`config.mk`:
```
export PLATFORM = sky130hd
export DESIGN_NAME = multichannel_pulse_width_capture_unit_flat
export DESIGN_NICKNAME = d
export VERILOG_FILES = /design/src/rtl/mpwc_pkg.sv /design/src/rtl/mpwc_cap_if.sv /design/src/rtl/mpwc_res_if.sv /design/src/rtl/multichannel_pulse_width_capture_unit.sv /design/src/rtl/mpwc_ctrl.sv /design/src/rtl/mpwc_dp.sv /design/src/flat_wrapper.sv
export SDC_FILE = /design/constraint.sdc
export NUM_CORES = 1
export LEC_CHECK = 0
export BUFFER_PORTS_ARGS = -buffer_cell sky130_fd_sc_hd__buf_2
export CORE_AREA = 4 4 250 252
export CTS_CLUSTER_DIAMETER = 200
export DETAILED_ROUTE_END_ITERATION = 8
export DIE_AREA = 0 0 254 256
export PLACE_DENSITY = 0.66
export SLEW_MARGIN = 20
export SYNTH_ARGS = -nofsm -noshare
export SYNTH_HDL_FRONTEND = slang
export SYNTH_SLANG_ARGS = --single-unit
```
`constraint.sdc`:
```
create_clock -name clk -period 14.95 [get_ports clk]
set_input_delay 0.7475 -clock clk [delete_from_list [all_inputs] [get_ports clk]]
set_output_delay 0.7475 -clock clk [all_outputs]
set_load 0.005 [all_outputs]
```
`src/rtl/mpwc_pkg.sv`:
```
// ----------------------------------------------------------------------------
// mpwc_pkg
// shared constants, register indexes and controller/datapath structs for the
// multichannel pulse width capture unit
// ----------------------------------------------------------------------------
package mpwc_pkg;

	localparam int CHANNELS = 4;
	localparam int CH_IDX_W = (CHANNELS > 1) ? $clog2(CHANNELS) : 1;

	localparam int CH_W     = 2;
	localparam int COUNT_W  = 16;
	localparam int OVF_W    = 8;
	localparam int WEIGHT_W = 17;
	localparam int WIDTH_W  = 32;
	localparam int PROD_W   = WEIGHT_W + OVF_W;

	localparam int CFG_IDX_W  = 1;
	localparam int CFG_DATA_W = WEIGHT_W;

	localparam logic [CFG_IDX_W-1:0] CFG_OVERFLOW_LIMIT = CFG_IDX_W'(0);
	localparam logic [CFG_IDX_W-1:0] CFG_WRAP_WEIGHT    = CFG_IDX_W'(1);

	localparam logic [OVF_W-1:0]    LIMIT_RESET  = 8'hFF;
	localparam logic [WEIGHT_W-1:0] WEIGHT_RESET = 17'h0FFFF;

	localparam logic MODE_CAPTURE = 1'b0;
	localparam logic MODE_TICK    = 1'b1;

	typedef struct packed {
		logic load_cap;
		logic start_tick;
		logic mul;
		logic wb;
		logic tick_step;
	} mpwc_cmd_t;

	typedef struct packed {
		logic in_range;
		logic is_tick;
		logic out_free;
		logic idx_last;
	} mpwc_sts_t;

endpackage

```
`src/rtl/mpwc_cap_if.sv`:
```
// ----------------------------------------------------------------------------
// mpwc_cap_if
// capture event channel: valid/ready handshake with mode, channel and count
// ----------------------------------------------------------------------------
interface mpwc_cap_if;
	import mpwc_pkg::*;

	logic               valid;
	logic               ready;
	logic               mode;
	logic [CH_W-1:0]    channel;
	logic [COUNT_W-1:0] count;

	modport source (output valid, output mode, output channel, output count, input ready);
	modport sink   (input valid, input mode, input channel, input count, output ready);

endinterface

```
`src/rtl/mpwc_res_if.sv`:
```
// ----------------------------------------------------------------------------
// mpwc_res_if
// result channel: valid/ready handshake with channel, edge and both widths
// ----------------------------------------------------------------------------
interface mpwc_res_if;
	import mpwc_pkg::*;

	logic               valid;
	logic               ready;
	logic [CH_W-1:0]    out_channel;
	logic               was_rising;
	logic [WIDTH_W-1:0] high_width;
	logic [WIDTH_W-1:0] low_width;

	modport source (output valid, output out_channel, output was_rising,
		output high_width, output low_width, input ready);
	modport sink   (input valid, input out_channel, input was_rising,
		input high_width, input low_width, output ready);

endinterface

```
`src/rtl/multichannel_pulse_width_capture_unit.sv`:
```
// ----------------------------------------------------------------------------
// multichannel_pulse_width_capture_unit
// per-channel high and low pulse width measurement from timer captures
// ----------------------------------------------------------------------------
// A capture transaction steps through accept, overflow multiply and
// write-back, and one result per in-range capture leaves through a result
// register, so the next transaction is taken while that result waits; the
// write-back stalls only when the previous result has not yet been taken.
// An overflow tick is accepted and then swept across all channels, updating
// one channel record per cycle. Captures on channels at or beyond CHANNELS
// and overflow ticks produce no result.
module multichannel_pulse_width_capture_unit (
	input  logic                            clk,
	input  logic                            arst_n,
	mpwc_cap_if.sink                        cap,
	mpwc_res_if.source                      res,
	input  logic                            cfg_we,
	input  logic [mpwc_pkg::CFG_IDX_W-1:0]  cfg_index,
	input  logic [mpwc_pkg::CFG_DATA_W-1:0] cfg_data
);
	import mpwc_pkg::*;

	mpwc_cmd_t cmd;
	mpwc_sts_t sts;
	logic      in_ready;

	assign cap.ready = in_ready;

	mpwc_ctrl u_ctrl (
		.clk      (clk),
		.arst_n   (arst_n),
		.in_valid (cap.valid),
		.in_ready (in_ready),
		.sts      (sts),
		.cmd      (cmd)
	);

	mpwc_dp u_dp (
		.clk         (clk),
		.arst_n      (arst_n),
		.cfg_we      (cfg_we),
		.cfg_index   (cfg_index),
		.cfg_data    (cfg_data),
		.in_mode     (cap.mode),
		.in_channel  (cap.channel),
		.in_count    (cap.count),
		.cmd         (cmd),
		.sts         (sts),
		.res_valid   (res.valid),
		.res_ready   (res.ready),
		.res_channel (res.out_channel),
		.res_rising  (res.was_rising),
		.res_high    (res.high_width),
		.res_low     (res.low_width)
	);

endmodule

```
`src/rtl/mpwc_ctrl.sv`:
```
// ----------------------------------------------------------------------------
// mpwc_ctrl
// sequencer: accepts a transaction, steps a capture through multiply and
// write-back, or sweeps all channels for an overflow tick
// ----------------------------------------------------------------------------
module mpwc_ctrl (
	input  logic                clk,
	input  logic                arst_n,
	input  logic                in_valid,
	output logic                in_ready,
	input  mpwc_pkg::mpwc_sts_t sts,
	output mpwc_pkg::mpwc_cmd_t cmd
);
	import mpwc_pkg::*;

	typedef enum logic [1:0] {
		S_IDLE,
		S_MUL,
		S_WB,
		S_TICK
	} state_t;

	state_t state_q;

	assign in_ready = (state_q == S_IDLE);

	always_comb begin
		cmd = '0;
		unique case (state_q)
			S_IDLE: begin
				cmd.start_tick = in_valid && sts.is_tick;
				cmd.load_cap   = in_valid && !sts.is_tick && sts.in_range;
			end
			S_MUL:  cmd.mul       = 1'b1;
			S_WB:   cmd.wb        = sts.out_free;
			S_TICK: cmd.tick_step = 1'b1;
		endcase
	end

	always_ff @(posedge clk or negedge arst_n) begin
		if (!arst_n) begin
			state_q <= S_IDLE;
		end else begin
			unique case (state_q)
				S_IDLE: begin
					if (cmd.start_tick) begin
						state_q <= S_TICK;
					end else if (cmd.load_cap) begin
						state_q <= S_MUL;
					end
				end
				S_MUL: state_q <= S_WB;
				S_WB: begin
					if (sts.out_free) begin
						state_q <= S_IDLE;
					end
				end
				S_TICK: begin
					if (sts.idx_last) begin
						state_q <= S_IDLE;
					end
				end
			endcase
		end
	end

endmodule

```
`src/rtl/mpwc_dp.sv`:
```
// ----------------------------------------------------------------------------
// mpwc_dp
// datapath: per-channel records, configuration registers, overflow product,
// width arithmetic and the result register
// ----------------------------------------------------------------------------
module mpwc_dp (
	input  logic                             clk,
	input  logic                             arst_n,
	input  logic                             cfg_we,
	input  logic [mpwc_pkg::CFG_IDX_W-1:0]   cfg_index,
	input  logic [mpwc_pkg::CFG_DATA_W-1:0]  cfg_data,
	input  logic                             in_mode,
	input  logic [mpwc_pkg::CH_W-1:0]        in_channel,
	input  logic [mpwc_pkg::COUNT_W-1:0]     in_count,
	input  mpwc_pkg::mpwc_cmd_t              cmd,
	output mpwc_pkg::mpwc_sts_t              sts,
	output logic                             res_valid,
	input  logic                             res_ready,
	output logic [mpwc_pkg::CH_W-1:0]        res_channel,
	output logic                             res_rising,
	output logic [mpwc_pkg::WIDTH_W-1:0]     res_high,
	output logic [mpwc_pkg::WIDTH_W-1:0]     res_low
);
	import mpwc_pkg::*;

	logic [OVF_W-1:0]    limit_q;
	logic [WEIGHT_W-1:0] weight_q;

	logic                expect_fall_q [CHANNELS];
	logic [COUNT_W-1:0]  rise_q        [CHANNELS];
	logic [COUNT_W-1:0]  fall_q        [CHANNELS];
	logic [OVF_W-1:0]    ovf_q         [CHANNELS];
	logic [WIDTH_W-1:0]  high_q        [CHANNELS];
	logic [WIDTH_W-1:0]  low_q         [CHANNELS];

	logic [CH_IDX_W-1:0] idx_q;
	logic [COUNT_W-1:0]  cnt_q;
	logic [PROD_W-1:0]   prod_q;

	logic                out_valid_q;
	logic [CH_W-1:0]     out_ch_q;
	logic                out_rising_q;
	logic [WIDTH_W-1:0]  out_high_q;
	logic [WIDTH_W-1:0]  out_low_q;

	logic                rising;
	logic [COUNT_W-1:0]  older;
	logic [WIDTH_W-1:0]  width;
	logic                out_free;

	assign rising   = !expect_fall_q[idx_q];
	assign older    = rising ? fall_q[idx_q] : rise_q[idx_q];
	assign width    = WIDTH_W'(prod_q) + WIDTH_W'(cnt_q) - WIDTH_W'(older);
	assign out_free = !out_valid_q || res_ready;

	assign sts.in_range = (int'(in_channel) < CHANNELS);
	assign sts.is_tick  = (in_mode == MODE_TICK);
	assign sts.out_free = out_free;
	assign sts.idx_last = (idx_q == CH_IDX_W'(CHANNELS - 1));

	assign res_valid   = out_valid_q;
	assign res_channel = out_ch_q;
	assign res_rising  = out_rising_q;
	assign res_high    = out_high_q;
	assign res_low     = out_low_q;

	// configuration registers
	always_ff @(posedge clk or negedge arst_n) begin
		if (!arst_n) begin
			limit_q  <= LIMIT_RESET;
			weight_q <= WEIGHT_RESET;
		end else if (cfg_we) begin
			unique case (cfg_index)
				CFG_OVERFLOW_LIMIT: limit_q  <= cfg_data[OVF_W-1:0];
				CFG_WRAP_WEIGHT:    weight_q <= cfg_data[WEIGHT_W-1:0];
				default: ;
			endcase
		end
	end

	// working index, captured count and overflow product
	always_ff @(posedge clk) begin
		if (cmd.load_cap) begin
			idx_q <= CH_IDX_W'(in_channel);
			cnt_q <= in_count;
		end else if (cmd.start_tick) begin
			idx_q <= '0;
		end else if (cmd.tick_step && !sts.idx_last) begin
			idx_q <= idx_q + 1'b1;
		end
		if (cmd.mul) begin
			prod_q <= weight_q * ovf_q[idx_q];
		end
	end

	// per-channel records
	always_ff @(posedge clk or negedge arst_n) begin
		if (!arst_n) begin
			for (int c = 0; c < CHANNELS; c++) begin
				expect_fall_q[c] <= 1'b0;
				rise_q[c]        <= '0;
				fall_q[c]        <= '0;
				ovf_q[c]         <= '0;
				high_q[c]        <= '0;
				low_q[c]         <= '0;
			end
		end else if (cmd.wb) begin
			expect_fall_q[idx_q] <= rising;
			ovf_q[idx_q]         <= '0;
			if (rising) begin
				rise_q[idx_q] <= cnt_q;
				low_q[idx_q]  <= width;
			end else begin
				fall_q[idx_q] <= cnt_q;
				high_q[idx_q] <= width;
			end
		end else if (cmd.tick_step) begin
			if (ovf_q[idx_q] < limit_q) begin
				ovf_q[idx_q] <= ovf_q[idx_q] + 1'b1;
			end else begin
				expect_fall_q[idx_q] <= 1'b0;
				rise_q[idx_q]        <= '0;
				fall_q[idx_q]        <= '0;
				ovf_q[idx_q]         <= '0;
				high_q[idx_q]        <= '0;
				low_q[idx_q]         <= '0;
			end
		end
	end

	// result register
	always_ff @(posedge clk or negedge arst_n) begin
		if (!arst_n) begin
			out_valid_q <= 1'b0;
		end else if (cmd.wb) begin
			out_valid_q <= 1'b1;
		end else if (res_ready) begin
			out_valid_q <= 1'b0;
		end
	end

	always_ff @(posedge clk) begin
		if (cmd.wb) begin
			out_ch_q     <= CH_W'(idx_q);
			out_rising_q <= rising;
			out_high_q   <= rising ? high_q[idx_q] : width;
			out_low_q    <= rising ? width : low_q[idx_q];
		end
	end

endmodule

```
`src/flat_wrapper.sv`:
```
// flat-port wrapper written by rule: the top's interface ports become plain ports
module multichannel_pulse_width_capture_unit_flat import mpwc_pkg::*;
  (clk, arst_n, cfg_we, cfg_index, cfg_data, cap_valid, cap_mode, cap_channel, cap_count, cap_ready, res_valid, res_out_channel, res_was_rising, res_high_width, res_low_width, res_ready);
  mpwc_cap_if cap_i ();
  mpwc_res_if res_i ();
  input  logic clk;
  input  logic arst_n;
  input  logic cfg_we;
  input  logic [mpwc_pkg::CFG_IDX_W-1:0] cfg_index;
  input  logic [mpwc_pkg::CFG_DATA_W-1:0] cfg_data;
  input wire logic [$bits(cap_i.valid)-1:0] cap_valid;
  input wire logic [$bits(cap_i.mode)-1:0] cap_mode;
  input wire logic [$bits(cap_i.channel)-1:0] cap_channel;
  input wire logic [$bits(cap_i.count)-1:0] cap_count;
  output wire logic [$bits(cap_i.ready)-1:0] cap_ready;
  output wire logic [$bits(res_i.valid)-1:0] res_valid;
  output wire logic [$bits(res_i.out_channel)-1:0] res_out_channel;
  output wire logic [$bits(res_i.was_rising)-1:0] res_was_rising;
  output wire logic [$bits(res_i.high_width)-1:0] res_high_width;
  output wire logic [$bits(res_i.low_width)-1:0] res_low_width;
  input wire logic [$bits(res_i.ready)-1:0] res_ready;
  assign cap_i.valid = cap_valid;
  assign cap_i.mode = cap_mode;
  assign cap_i.channel = cap_channel;
  assign cap_i.count = cap_count;
  assign cap_ready = cap_i.ready;
  assign res_valid = res_i.valid;
  assign res_out_channel = res_i.out_channel;
  assign res_was_rising = res_i.was_rising;
  assign res_high_width = res_i.high_width;
  assign res_low_width = res_i.low_width;
  assign res_i.ready = res_ready;
  multichannel_pulse_width_capture_unit u_core (.clk(clk), .arst_n(arst_n), .cap(cap_i), .res(res_i), .cfg_we(cfg_we), .cfg_index(cfg_index), .cfg_data(cfg_data));
endmodule
```
# After elaboration in Yosys (flattened, before gate mapping)

Cells that the tools add are included.

Bits in read-only memories: 0
Bits in writable memories: 0
Logic and storage cells: 155
Memories kept: 0
Output and inout port bits: 69
Bits in latches: 0
Input port bits: 42
Bits in registers: 558

Reduce and logical (&&, ||, !) cells: 19
Div/mod/pow operators: 0
Equality and inequality tests: 10
Magnitude comparators: 3
Mux-type cells: 71
Bitwise gates (word level): 12
Multiply operators: 1
Shifts and indexed selects: 0
Add/subtract/negate cells: 4

Operators with widths:

| kind                                    | number |
|---|---|
| two-way mux 128 bit                     | 8 |
| two-way mux 64 bit                      | 8 |
| two-way mux 32 bit                      | 10 |
| AND 128 bit                             | 2 |
| bitwise mux 128 bit                     | 2 |
| AND 64 bit                              | 2 |
| binary-select mux 32 bit (select 2 bit) | 2 |
| bitwise mux 64 bit                      | 2 |
| NOT 128 bit                             | 1 |
| two-way mux 16 bit                      | 6 |
| binary-select mux 16 bit (select 2 bit) | 2 |
| demux 32 bit (select 2 bit)             | 1 |
| NOT 64 bit                              | 1 |
| AND 32 bit                              | 1 |
| bitwise mux 32 bit                      | 1 |
| demux 16 bit (select 2 bit)             | 1 |
| NOT 32 bit                              | 1 |
| subtractor 26 x 16 -> 27 bit            | 1 |
| adder 25 x 16 -> 26 bit                 | 1 |
| multiplier 17 x 8 -> 25 bit             | 1 |
| two-way mux 8 bit                       | 3 |
| binary-select mux 8 bit (select 2 bit)  | 1 |
| demux 8 bit (select 2 bit)              | 1 |
| two-way mux 2 bit                       | 8 |
| 28 further kinds                        | 53 |

# Longest topological paths before layout

Depth after elaboration: 10
Mapped depth: 22
Mapped depth without buffers: 18

# Modules after synthesis

Synthesis repeated with hierarchy kept, for this count alone.

Cell total of the unflattened synthesis: 2624
Area, all modules: 29716.0 µm²

By module, submodules not included:

| module    | cells each | instances | area an instance (µm²) |
|---|---|---|---|
| mpwc_dp   | 2609       | 1         | 29577.1 |
| mpwc_ctrl | 15         | 1         | 138.9 |

# Worst setup path after synthesis

No wires, ideal clock.

Path type: register to register
Start: register u_core.u_dp.idx_q[0]
End: register u_core.u_dp.prod_q[22] (data pin)
Setup time: 0.261 ns
Path buffers: 4
Data required time: 14.689 ns
Arrival: 5.487 ns
Slack: 9.202 ns
Stages on the path, launching flop included: 21
Period minus slack after synthesis: 5.748 ns
Cells stage by stage: edfxtp_1 buf_6 buf_2 mux4_2 clkbuf_1 clkbuf_1 and2_1 fa_1 fa_1 fa_1 inv_1 fa_1 inv_1 ha_1 nand4_1 o221a_2 o21a_1 a21boi_0 a21oi_1 nor4_1 a311o_1

Cells in the longest elaborated chain, start to end: 5

RTL lines:

| what                                                 | line          | RTL |
|---|---|---|
| from (decl)                                          | mpwc_dp.sv:36 | `logic [CH_IDX_W-1:0] idx_q;` |
| from (signal assigned)                               | mpwc_dp.sv:84 | `idx_q <= CH_IDX_W'(in_channel);` |
| from (signal assigned)                               | mpwc_dp.sv:89 | `idx_q <= idx_q + 1'b1;` |
| NOT 2 -> 3 bit (not written as such)                 | mpwc_dp.sv:92 | `prod_q <= weight_q * ovf_q[idx_q];` |
| binary-select mux 8 bit (select 2 bit)               | mpwc_dp.sv:92 |  |
| two-way mux 8 bit (not written as such) (2 in a row) | mpwc_dp.sv:92 |  |
| multiplier 17 x 8 -> 25 bit                          | mpwc_dp.sv:92 |  |
| to (signal assigned)                                 | mpwc_dp.sv:92 |  |
| to (decl)                                            | mpwc_dp.sv:38 | `logic [PROD_W-1:0] prod_q;` |

Every way passes these cells. The select of a mux whose other input is x is not followed.
A chain may end at the register's enable or synchronous reset.

# Worst setup path in the final report

Start: register u_core.u_dp.idx_q[0]
End: register u_core.u_dp.prod_q[17] (data pin)

The elaborated chain is that of the path after synthesis.

==> flow_metrics.tcl <==
set metrics [dict create \
    p_leak_nw 15.4 \
    insertion_delay_ns 0.66 \
    cts_buffer_depth 3 \
    async_reset_ff_frac 0.803 \
    clkPwrFrac 0.191 \
    crit_required_ns 15.29 \
    critPathBufInv 4 \
    powerDensity_nw_per_um2 256 \
    ios 111 \
    ys_seq_area_frac 0.486 \
    clk_pin_slew_ns 0.06 \
    arrival_ns 7.60 \
    num_vias 21100 \
    ys_types 77 \
    comb_power_share 0.506 \
    cts_buffers 60 \
    postCtsSetupRepairBufs 0 \
    die_y_um 256 \
    cp_max_fo 47 \
    r2r_start "u_core.u_dp.idx_q[0]" \
    design_area_um2 33100 \
    final_common_cell "nand2_1" \
    synth_edf_count 110 \
    hpwl_um 49600 \
    min_period_over_period 0.486 \
    fin_crit_ns 7.26 \
    drive_gt1_frac 0.153 \
    start_util 0.497 \
    path_common_cell "fa_1" \
    antenna_found_initial 0 \
    cpPeakStageDelay_ns 0.88 \
    grt_max_degree 152 \
    dr.pass1.iters 5 \
    intPower_mw 4.74 \
    max_freq_ghz 0.138 \
    grtUsageTotal 0.243 \
    area_growth_pct 10.6 \
    yosys_warnings 0 \
    syn_inst 2709 \
    ctsHoldBuffers 0 \
    drt-initial-drc-count 1578 \
    slew_headroom 0.202 \
    crit_cells 17 \
    hold_viol 0 \
    hold-worst-slack_ns 0.273 \
    die_area_um2 65000 \
    coreArea_um2 60100 \
    power.switching_mw 3.73 \
    cp-end-kind "flip-flop" \
    hold_class "input pin to flip-flop" \
    portBuffers 110 \
    status "completed" \
    crit_path_end "u_core.u_dp.prod_q[17]" \
    vias_per_cell 5.88 \
    nets 2979 \
    synth.avg_cell_area_um2 11.0 \
    drt_wl_total_um 78500 \
    setup_violations 0 \
    fin_ws_ns 7.69 \
    synth_area_um2 29900 \
    finalSetupTns_ns 0 \
    overflow 0 \
    tightest_slew_ns 1.19 \
    root_buffer "clkbuf_16" \
    post-route-util 0.550 \
    ys.flop_type "dfrtp_1" \
    skew_ns 0.0631 \
    irDropWorstVdd_uv 193 \
    antenna_left 0 \
    slowest_stage "mux4_2" \
    cts_tree "built" \
    critPathLaunchType "flip-flop" \
    grt_pass1_vias 22100 \
    drc_errors 0 \
    maxCapViolations 0 \
    cts_resized 0 \
    syn-num-nets 2941 \
    r2r_cells 17 \
    synth_seq_cells 558 \
    htreeDepth 2 \
    cp_top_family "adder cells" \
    place_area_um2 30800 \
    final_max_slew_viol_count 0 \
    rsz0062_at_grt "no" \
    gp_routability_congestion 0.904 \
    r2r-end "u_core.u_dp.prod_q[17]" \
    layout_common_cells "nand2_1, dfrtp_1, o21ai_0" \
    post_drt_wl_per_cell_um 21.9 \
    path_class "flip-flop to flip-flop" \
    row_count 90 \
    ff2ff_setup_slack_ns 7.69 \
    critPathLaunch "u_core.u_dp.idx_q[0]" \
    dp_slack_ns 7.70 \
    critical_path.cell_chain "buf_4 -> buf_4 -> mux4_2 -> and2_1 -> fa_1 -> inv_1 -> fa_1 -> fa_1 -> inv_1 -> ha_1 -> o21a_1 -> o31a_1 -> o31ai_1 -> o21ai_0 -> a2111oi_0 -> nor3_1 -> xor2_1" \
    switching_share 0.441 \
    p_seq_frac 0.303 \
    grt_pass1_wl_um 125000 \
    die_w_um 254 \
    numClockSinks 558 \
]
==> state kept, by name, summed over array words and instances, names as in the netlist <==
register and cells:
u_core.u_ctrl.state_q 2, u_core.u_dp.cnt_q 16, u_core.u_dp.expect_fall_q 4, u_core.u_dp.fall_q 64
u_core.u_dp.high_q 128, u_core.u_dp.idx_q 2, u_core.u_dp.limit_q 8, u_core.u_dp.low_q 128
u_core.u_dp.ovf_q 32, u_core.u_dp.prod_q 25, u_core.u_dp.res_channel 2, u_core.u_dp.res_high 32
u_core.u_dp.res_low 32, u_core.u_dp.res_rising 1, u_core.u_dp.res_valid 1, u_core.u_dp.rise_q 64
u_core.u_dp.weight_q 17
==> layout make-up <==
cell class              count  area, µm²
diodes                      1       2.50
clock buffers              80       1710
clock inverters            34        484
fillers                  5173      27100
inverters                 196        741
multi-input cells        1795      13800
flip-flops and latches    558      14500
well taps                 782        978
repair buffers            136        798
==> power groups by stage <==
stage	Combinational, mW	Sequential [mW]	Clock, mW
final	4.29	2.56	1.62
after global placement	4.17	2.55	0
after detailed placement	4.25	2.58	0
after CTS	4.27	2.56	1.64
after floorplan	2.90	2.48	0
after global routing	4.72	2.62	1.71
==> worst reg2reg max path: cells and delay by family, from the launching register on <==
family,cells,cell delay [ns]
AND/OR/NAND/NOR,2,0.43
flip-flops,1,0.79
adder cells (fa/ha/maj),4,1.85
AO/OA/AOI/OAI,5,1.56
XOR/XNOR,1,0.15
multiplexers,1,0.90
buffers and inverters,4,1.29
==> kinds of logic (layout without fill, tap and decap cells) <==
family,count (synthesis),in the layout,share of synthesized area
AOI/OAI and AO/OA,598,598,0.126
xor gates and xnor gates,41,41,0.0120
adders and majority gates,190,190,0.106
buffers and inverters,356,446,0.0528
DFF,558,558,0.486
muxes,144,144,0.0931
other,0,1,0
and+or+nand+nor,822,822,0.123
==> metal layers <==
metal | vias to the layer above | wire (µm) | global-route usage
li1 | 9440 | - | -
met1 | 10700 | 32400 | 0.327
met2 | 720 | 38600 | 0.408
met3 | 176 | 4790 | 0.0398
met4 | 0 | 2710 | 0.0792
met5 | - | 0 | 0
==> worst min-delay path by stage <==
stage,cells past startpoint,to,start
after floorplan,2,u_core.u_dp.low_q[11],u_core.u_dp.low_q[11]
after global placement,1,u_core.u_dp.low_q[60],u_core.u_dp.low_q[60]
after detailed placement,1,u_core.u_dp.low_q[58],u_core.u_dp.low_q[58]
after CTS,1,u_core.u_dp.cnt_q[3],cap_count[3]
after global routing,1,u_core.u_dp.cnt_q[2],cap_count[2]
final,1,u_core.u_dp.cnt_q[3],cap_count[3]
==> stage by stage <==
step | power (mW) | std cells
finish | 8.47 | 3582
global placement | 6.72 | 3465
CTS | 8.47 | 3579
detailed placement | 6.83 | 3465
global route | 9.05 | 3581
floorplan | 5.37 | 2709
==> Yosys cell counts, drive strengths merged (3+ instances only) <==
master | count | area (µm²)
nand2 | 548 | 2110
or3 | 4 | 25.0
a21oi | 56 | 292
and3 | 10 | 62.6
nor2 | 51 | 191
o21ai | 325 | 1630
nand3 | 28 | 140
o211ai | 6 | 45.0
xnor2 | 26 | 228
nand3b | 3 | 22.5
a32o | 4 | 40.0
ha | 84 | 1050
mux2i | 7 | 70.1
dfrtp | 424 | 10600
and2 | 119 | 744
a22oi | 3 | 22.5
mux2 | 33 | 372
a22o | 96 | 841
a21o | 35 | 263
o21a | 12 | 90.1
nor3 | 19 | 120
a211oi | 10 | 80.1
o21bai | 7 | 52.6
xor2 | 15 | 131
mux4 | 104 | 2340
edfxtp | 110 | 3300
or4 | 6 | 45.0
dfstp | 24 | 631
clkbuf | 75 | 283
nand4 | 10 | 62.6
nand2b | 8 | 50.1
inv | 195 | 732
o31ai | 14 | 105
nor2b | 8 | 50.1
buf | 85 | 561
a211o | 3 | 26.3
a32oi | 5 | 43.8
fa | 106 | 2120
No activity file was read; power rests on OpenSTA's default activity.
